==> config.mk <==
export PLATFORM = sky130hd
export DESIGN_NAME = rau_ctrl
export DESIGN_NICKNAME = d
export VERILOG_FILES = /design/src/rtl/rau_pkg.sv /design/src/rtl/rau_ctrl.sv
export SDC_FILE = /design/constraint.sdc
export NUM_CORES = 1
export LEC_CHECK = 0
export BUFFER_PORTS_ARGS = -buffer_cell sky130_fd_sc_hd__buf_4
export CAP_MARGIN = 30
export CORE_AREA = 2 2 39 41
export DETAILED_ROUTE_END_ITERATION = 10
export DIE_AREA = 0 0 41 43
export RECOVER_POWER = 50
export SLEW_MARGIN = 20
export SYNTH_ARGS = -nofsm -noshare
export SYNTH_HDL_FRONTEND = slang
export SYNTH_SLANG_ARGS = --single-unit
==> constraint.sdc <==
create_clock -name clk -period 1.2 [get_ports clk]
set_clock_uncertainty 0.05 [all_clocks]
set_input_delay 0.24 -clock clk [delete_from_list [all_inputs] [get_ports clk]]
set_output_delay 0.24 -clock clk [all_outputs]
set_load 0.02 [all_outputs]
==> src/rtl/rau_pkg.sv <==
// ----------------------------------------------------------------------------
// rau_pkg: shared types and constants of the rational arithmetic unit
// Operation codes, status codes and the controller/datapath command types.
// ----------------------------------------------------------------------------
package rau_pkg;

  localparam int DefValueWidth = 32;

  typedef enum logic [2:0] {
    OP_NORM = 3'd0,
    OP_NEG  = 3'd1,
    OP_ADD  = 3'd2,
    OP_SUB  = 3'd3,
    OP_MUL  = 3'd4,
    OP_DIV  = 3'd5,
    OP_LESS = 3'd6,
    OP_RSVD = 3'd7
  } op_t;

  localparam logic [1:0] ST_OK   = 2'd0;
  localparam logic [1:0] ST_ZDEN = 2'd1;
  localparam logic [1:0] ST_OVF  = 2'd2;

  // commands from the controller to the datapath
  typedef struct packed {
    logic load;      // capture operands
    logic mul;       // one cross-product step
    logic combine;   // form raw numerator and denominator
    logic gcd_init;  // set up gcd operands
    logic gcd_step;  // one binary gcd step
    logic div_init;  // set up exact division
    logic div_step;  // one restoring division bit
    logic finish;    // form the result
  } rau_cmd_t;

  // status from the datapath to the controller
  typedef struct packed {
    logic mul_done;
    logic special;   // zero denominator, zero numerator or compare
    logic gcd_done;
    logic div_done;
  } rau_stat_t;

endpackage

==> src/rtl/rau_ctrl.sv <==
// ----------------------------------------------------------------------------
// rau_ctrl: sequencer of the rational arithmetic unit
// Steps the datapath through multiply, gcd, division and finish phases.
// ----------------------------------------------------------------------------
module rau_ctrl
  import rau_pkg::*;
(
  input  logic      clk,
  input  logic      rst,
  input  logic      start,
  output logic      busy,
  output logic      done,
  output rau_cmd_t  cmd,
  input  rau_stat_t stat
);

  typedef enum logic [2:0] {
    S_IDLE, S_MUL, S_COMB, S_GCDI, S_GCD, S_DIV, S_FIN
  } state_t;

  state_t state;

  // command decode
  always_comb begin
    cmd          = '0;
    cmd.load     = (state == S_IDLE) && start;
    cmd.mul      = (state == S_MUL);
    cmd.combine  = (state == S_COMB);
    cmd.gcd_init = (state == S_GCDI);
    cmd.gcd_step = (state == S_GCD);
    cmd.div_init = (state == S_GCD) && stat.gcd_done;
    cmd.div_step = (state == S_DIV);
    cmd.finish   = (state == S_FIN);
  end

  assign busy = (state != S_IDLE);

  // state and result strobe
  always_ff @(posedge clk) begin
    if (rst) begin
      state <= S_IDLE;
      done  <= 1'b0;
    end else begin
      done <= 1'b0;
      case (state)
        S_IDLE: if (start) state <= S_MUL;
        S_MUL:  if (stat.mul_done) state <= S_COMB;
        S_COMB: state <= S_GCDI;
        S_GCDI: state <= stat.special ? S_FIN : S_GCD;
        S_GCD:  if (stat.gcd_done) state <= S_DIV;
        S_DIV:  if (stat.div_done) state <= S_FIN;
        S_FIN: begin
          state <= S_IDLE;
          done  <= 1'b1;
        end
        default: state <= S_IDLE;
      endcase
    end
  end

endmodule

* Word level (Yosys, flattened, before mapping)
Index checks and enable logic that the tools add are counted. Widths: inputs -> output; s select.
Storage, ports and cells: input port bits 7, output and inout port bits 10, word-level logic and storage cells 24, register bits after elaboration 4
Operators by class: reduce and logical (&&, ||, !) cells 5, equal/unequal tests 10, muxes and demuxes 7
Operators with widths (count):
- $pmux 3 s6 | 1
- $mux 3 | 4
- $eq 3x3->1 const B | 3
- $eq 3x2->1 const B | 2
- $ne 2x1->1 const B | 3
- $reduce_and 4->1 | 1
- $eq 3x1->1 const B | 1
- $logic_not 3->1 | 1
- $reduce_bool 3->1 | 1
- $logic_and 1x1->1 | 2
- $mux 2 | 1
- $ne 2x2->1 const B | 1
- $mux 1 | 1

* Logic depth before layout (Yosys ltp)
depth after elaboration 3, gate-level depth with buffers 4, depth with buffers taken out 3

* Worst setup path before layout
No wires, ideal clock.
path type register -> output, start register state[1], end output cmd[2] (netlist bit), data required time 0.910 ns, stages on the path, launching flop included 4, buffers on the path 0, setup slack -0.192 ns, arrival time 1.102 ns, cells stage by stage dfxtp_1 > nand2b_1 > nor2_1 > and2_1
RTL lines:
- start, declared | line rau_ctrl.sv:21 | state_t state;
- start signal, assigned | line rau_ctrl.sv:49 | S_GCDI: state <= stat.special ? S_FIN : S_GCD;
- end, declared | line rau_ctrl.sv:13 | output rau_cmd_t cmd,

==> PnR_summary.wiki <==
{| class="wikitable"
! Metric !! Value
|-
| H-tree lvl count || 1
|-
| Residual antenna-violating net count after detailed routing || 0
|-
| Endpoint class of the critical path || output pin
|-
| Failing checks || negative setup slack
|-
| Via count || 307
|-
| Total routed wirelength || 651 um
|-
| Most common library cells after synthesis || sky130_fd_sc_hd__dfxtp_1, sky130_fd_sc_hd__inv_1, sky130_fd_sc_hd__nor3_1
|-
| Required time of the critical path || 910 ps
|-
| Period minus WS final || 1470 ps
|-
| Die outline width || 41 um
|-
| GRT Util Overall || 8.94%
|-
| Combined flip-flop and latch cell area || 86.3 um^2
|-
| Register clock-pin slew on the reported worst setup and hold paths || 40 ps
|-
| Via count of the first global-routing pass || 276
|-
| PwrDens || 1240 nW/um^2
|-
| Portion of the post-synthesis area used by sequential elements || 29.0%
|-
| Number of port buffers || 16
|-
| Place WS || -64.4 ps
|-
| Starting utilization of the core area || 20.0%
|-
| Antenna diode count || 0
|-
| Worst Min Path Start || rst
|-
| Worst setup slack after layout || -268 ps
|-
| Number of detailed-route iterations in the first pass || 2
|-
| Part of the power in combinational logic || 48.1%
|-
| M1 WL || 254 um
|-
| Final HPWL DP || 538 um
|-
| Uppermost layer routed || met4
|-
| Met3 Wirelength || 53 um
|-
| Multi-input logic area || 188 um^2
|-
| Type of the setup path with the least slack || flop to output pin
|-
| I/O Pins || 17
|-
| Maximum clock rate || 681 MHz
|-
| Overall Power || 0.000659 W
|-
| Sw power || 0.000217 W
|-
| Syn_area_per_cell || 8.64 um^2
|-
| Number of enable-type register cells in the synthesized netlist || 0
|-
| DR DRC count || 0
|-
| Total of fill cells in the finished design || 149
|-
| Antenna violations before repair || 0
|-
| Library cell used as clock root buffer || sky130_fd_sc_hd__clkbuf_4
|-
| Critical Path AT || 1180 ps
|-
| Ys async rst share || 0%
|-
| Distinct cell type count after synthesis || 22
|-
| Yosys warns || 0
|-
| Switching part of the total || 33.0%
|-
| Clock group share of total power || 25.5%
|-
| Net count after synthesis || 39
|-
| Synth top area share || 29.0%
|-
| Slew at the pin with the worst max-slew slack || 272 ps
|-
| Layout cells sized above 1 || 72.4%
|-
| Area added between synthesis and finish || 92.8%
|-
| Amount of wire on met2 after detailed routing || 333 um
|-
| Clock tree from TritonCTS || yes
|-
| First-pass GRT wire length || 1060 um
|-
| Leakage || 0.259 nW
|-
| Max Cap Viol || 0
|-
| Y dimension of the die || 43 um
|-
| Cell type contributing the most total cell area after synthesis || sky130_fd_sc_hd__dfxtp_1
|-
| Total global routing overflow || 0
|-
| Reg-to-reg critical path startpoint || state[2]
|-
| Floorplan row count || 14
|-
| Slew HR || 81.7%
|-
| Setup repair after global routing missed its margin || yes
|-
| Most common cell in the synthesized netlist || sky130_fd_sc_hd__dfxtp_1
|-
| Post-Synthesis Cells || 32
|-
| Part of the power in registers || 26.4%
|-
| Core Footprint || 1380 um^2
|-
| CP Launch Type || flop
|-
| Number of buffers inserted for hold repair after clock tree synthesis || 0
|-
| Latest clock arrival within the worst-skew pair || 240 ps
|-
| Share of the clock period used by the worst path || 122%
|-
| Beginning of the critical path || state[2]
|-
| Biggest area contributors in the synthesized netlist || sky130_fd_sc_hd__dfxtp_1, sky130_fd_sc_hd__o41ai_2, sky130_fd_sc_hd__nor3_1
|-
| Synth Flop Type || sky130_fd_sc_hd__dfxtp_1
|-
| Final design utilization || 38.5%
|-
| CTS Buf Count || 3
|-
| Number of flip-flops and latches in the synthesized netlist || 4
|-
| Critical path peak fanout || 5
|-
| Final estimated routing congestion in global placement || 0.750
|-
| Net count of the finished layout || 67
|-
| Setup violation total in the final timing report || 9
|-
| CTS Sinks || 4
|-
| Starting DRC count in detailed routing || 2
|-
| DIE AREA || 1760 um^2
|-
| Total Negative Setup Slacks || -1500 ps
|-
| Average routed wire per standard cell || 8.80 um
|-
| Clock tree buffer depth || 2
|-
| Vias per std cell || 4.15
|-
| Worst vdd rail ir drop || 0.499 mV
|-
| Slew Limit Fails || 0
|-
| Number of hold violations in the final report || 0
|-
| Power Internal || 0.000442 W
|-
| Outcome || finished with violations
|-
| Largest net degree at the start of global routing || 8
|-
| Type of the tightest min-delay check || primary input to flop
|-
| Area of the mapped netlist || 277 um^2
|}
-- cell type report --
type	count	share of cell area, %
repair buffers	25	38.0
multi-input cells	23	35.2
flip-flops and latches	4	16.2
clock buffers	3	4.23
well taps	16	3.76
inverters	3	2.58
-- registers in the layout, indices dropped and copies added (netlist names) --
signal / cells
state: 3
done: 1
-- metrics by stage --
| step | cell area [um^2] | hold WS [ps] | instances |
|---|---|---|---|
| floorplan | 284 | 255 | 32 |
| global placement | 458 | 399 | 69 |
| detailed placement | 458 | 397 | 69 |
| CTS | 515 | 141 | 73 |
| global route | 533 | 148 | 74 |
| finish | 533 | 142 | 74 |
-- layer usage --
metal,global-route usage [%],vias to the layer above
li1,-,161
met1,11.3,131
met2,12.2,13
met3,3.14,2
met4,6.00,0
met5,0,-
-- critical path, cell delays in order (launching register included) --
cell,delay [ps]
sky130_fd_sc_hd__dfxtp_2,330
sky130_fd_sc_hd__or3_4,400
sky130_fd_sc_hd__nor2_4,90
sky130_fd_sc_hd__buf_6,120
-- cells by family after synthesis --
family / Yosys count / synth area share, %
AO/OA/AOI/OAI: 5 / 18.1
buffers and inverters: 5 / 10.9
flip-flops: 4 / 29.0
AND/OR/NAND/NOR: 17 / 38.5
multiplexers: 1 / 3.62
-- power groups by stage --
stage	Combinational [W]	Clock, W	Sequential (W)
2_1_floorplan	0.000176	0	0.000160
3_3_place_gp	0.000282	0	0.000171
3_5_place_dp	0.000283	0	0.000171
4_1_cts	0.000306	0.000175	0.000174
5_1_grt	0.000340	0.000186	0.000179
6_report	0.000317	0.000168	0.000174
-- cell usage in the layout, fill, tap and decap left out --
cell,instances
sky130_fd_sc_hd__buf_4,21
sky130_fd_sc_hd__buf_6,4
sky130_fd_sc_hd__clkbuf_4,3
sky130_fd_sc_hd__nand2b_1,2
sky130_fd_sc_hd__nand2_1,2
sky130_fd_sc_hd__inv_1,2
sky130_fd_sc_hd__nor3_1,2
sky130_fd_sc_hd__dfxtp_2,2
sky130_fd_sc_hd__nor2_2,1
sky130_fd_sc_hd__inv_4,1
sky130_fd_sc_hd__nor3_2,1
sky130_fd_sc_hd__and3_4,1
sky130_fd_sc_hd__nor3b_2,1
sky130_fd_sc_hd__and2b_1,1
sky130_fd_sc_hd__or3_4,1
sky130_fd_sc_hd__nor2_4,1
sky130_fd_sc_hd__and2_1,1
sky130_fd_sc_hd__nor2_1,1
sky130_fd_sc_hd__a21boi_0,1
sky130_fd_sc_hd__and2b_4,1
sky130_fd_sc_hd__mux2i_1,1
sky130_fd_sc_hd__nand3b_1,1
sky130_fd_sc_hd__o41ai_2,1
sky130_fd_sc_hd__a21oi_1,1
sky130_fd_sc_hd__a21oi_2,1
sky130_fd_sc_hd__a211oi_2,1
sky130_fd_sc_hd__dfxtp_1,1
sky130_fd_sc_hd__dfxtp_4,1
-- repair_timing --
action / in CTS / in global routing
gates resized for setup: 9 / 4
pin swaps: 2 / 2
setup endpoints to repair: 9 / 9
buffers inserted: 1 / 1
gates cloned: 0 / 0
-- worst paths after layout --
check                                 to  slack, ps  cells past startpoint
worst min-delay path            state[1]        140                      2
worst max register to register  state[1]         60                      5
worst min register to register      done        480                      2
worst max-delay path              cmd[7]       -270                      3
(Power assumes the default switching activity.)
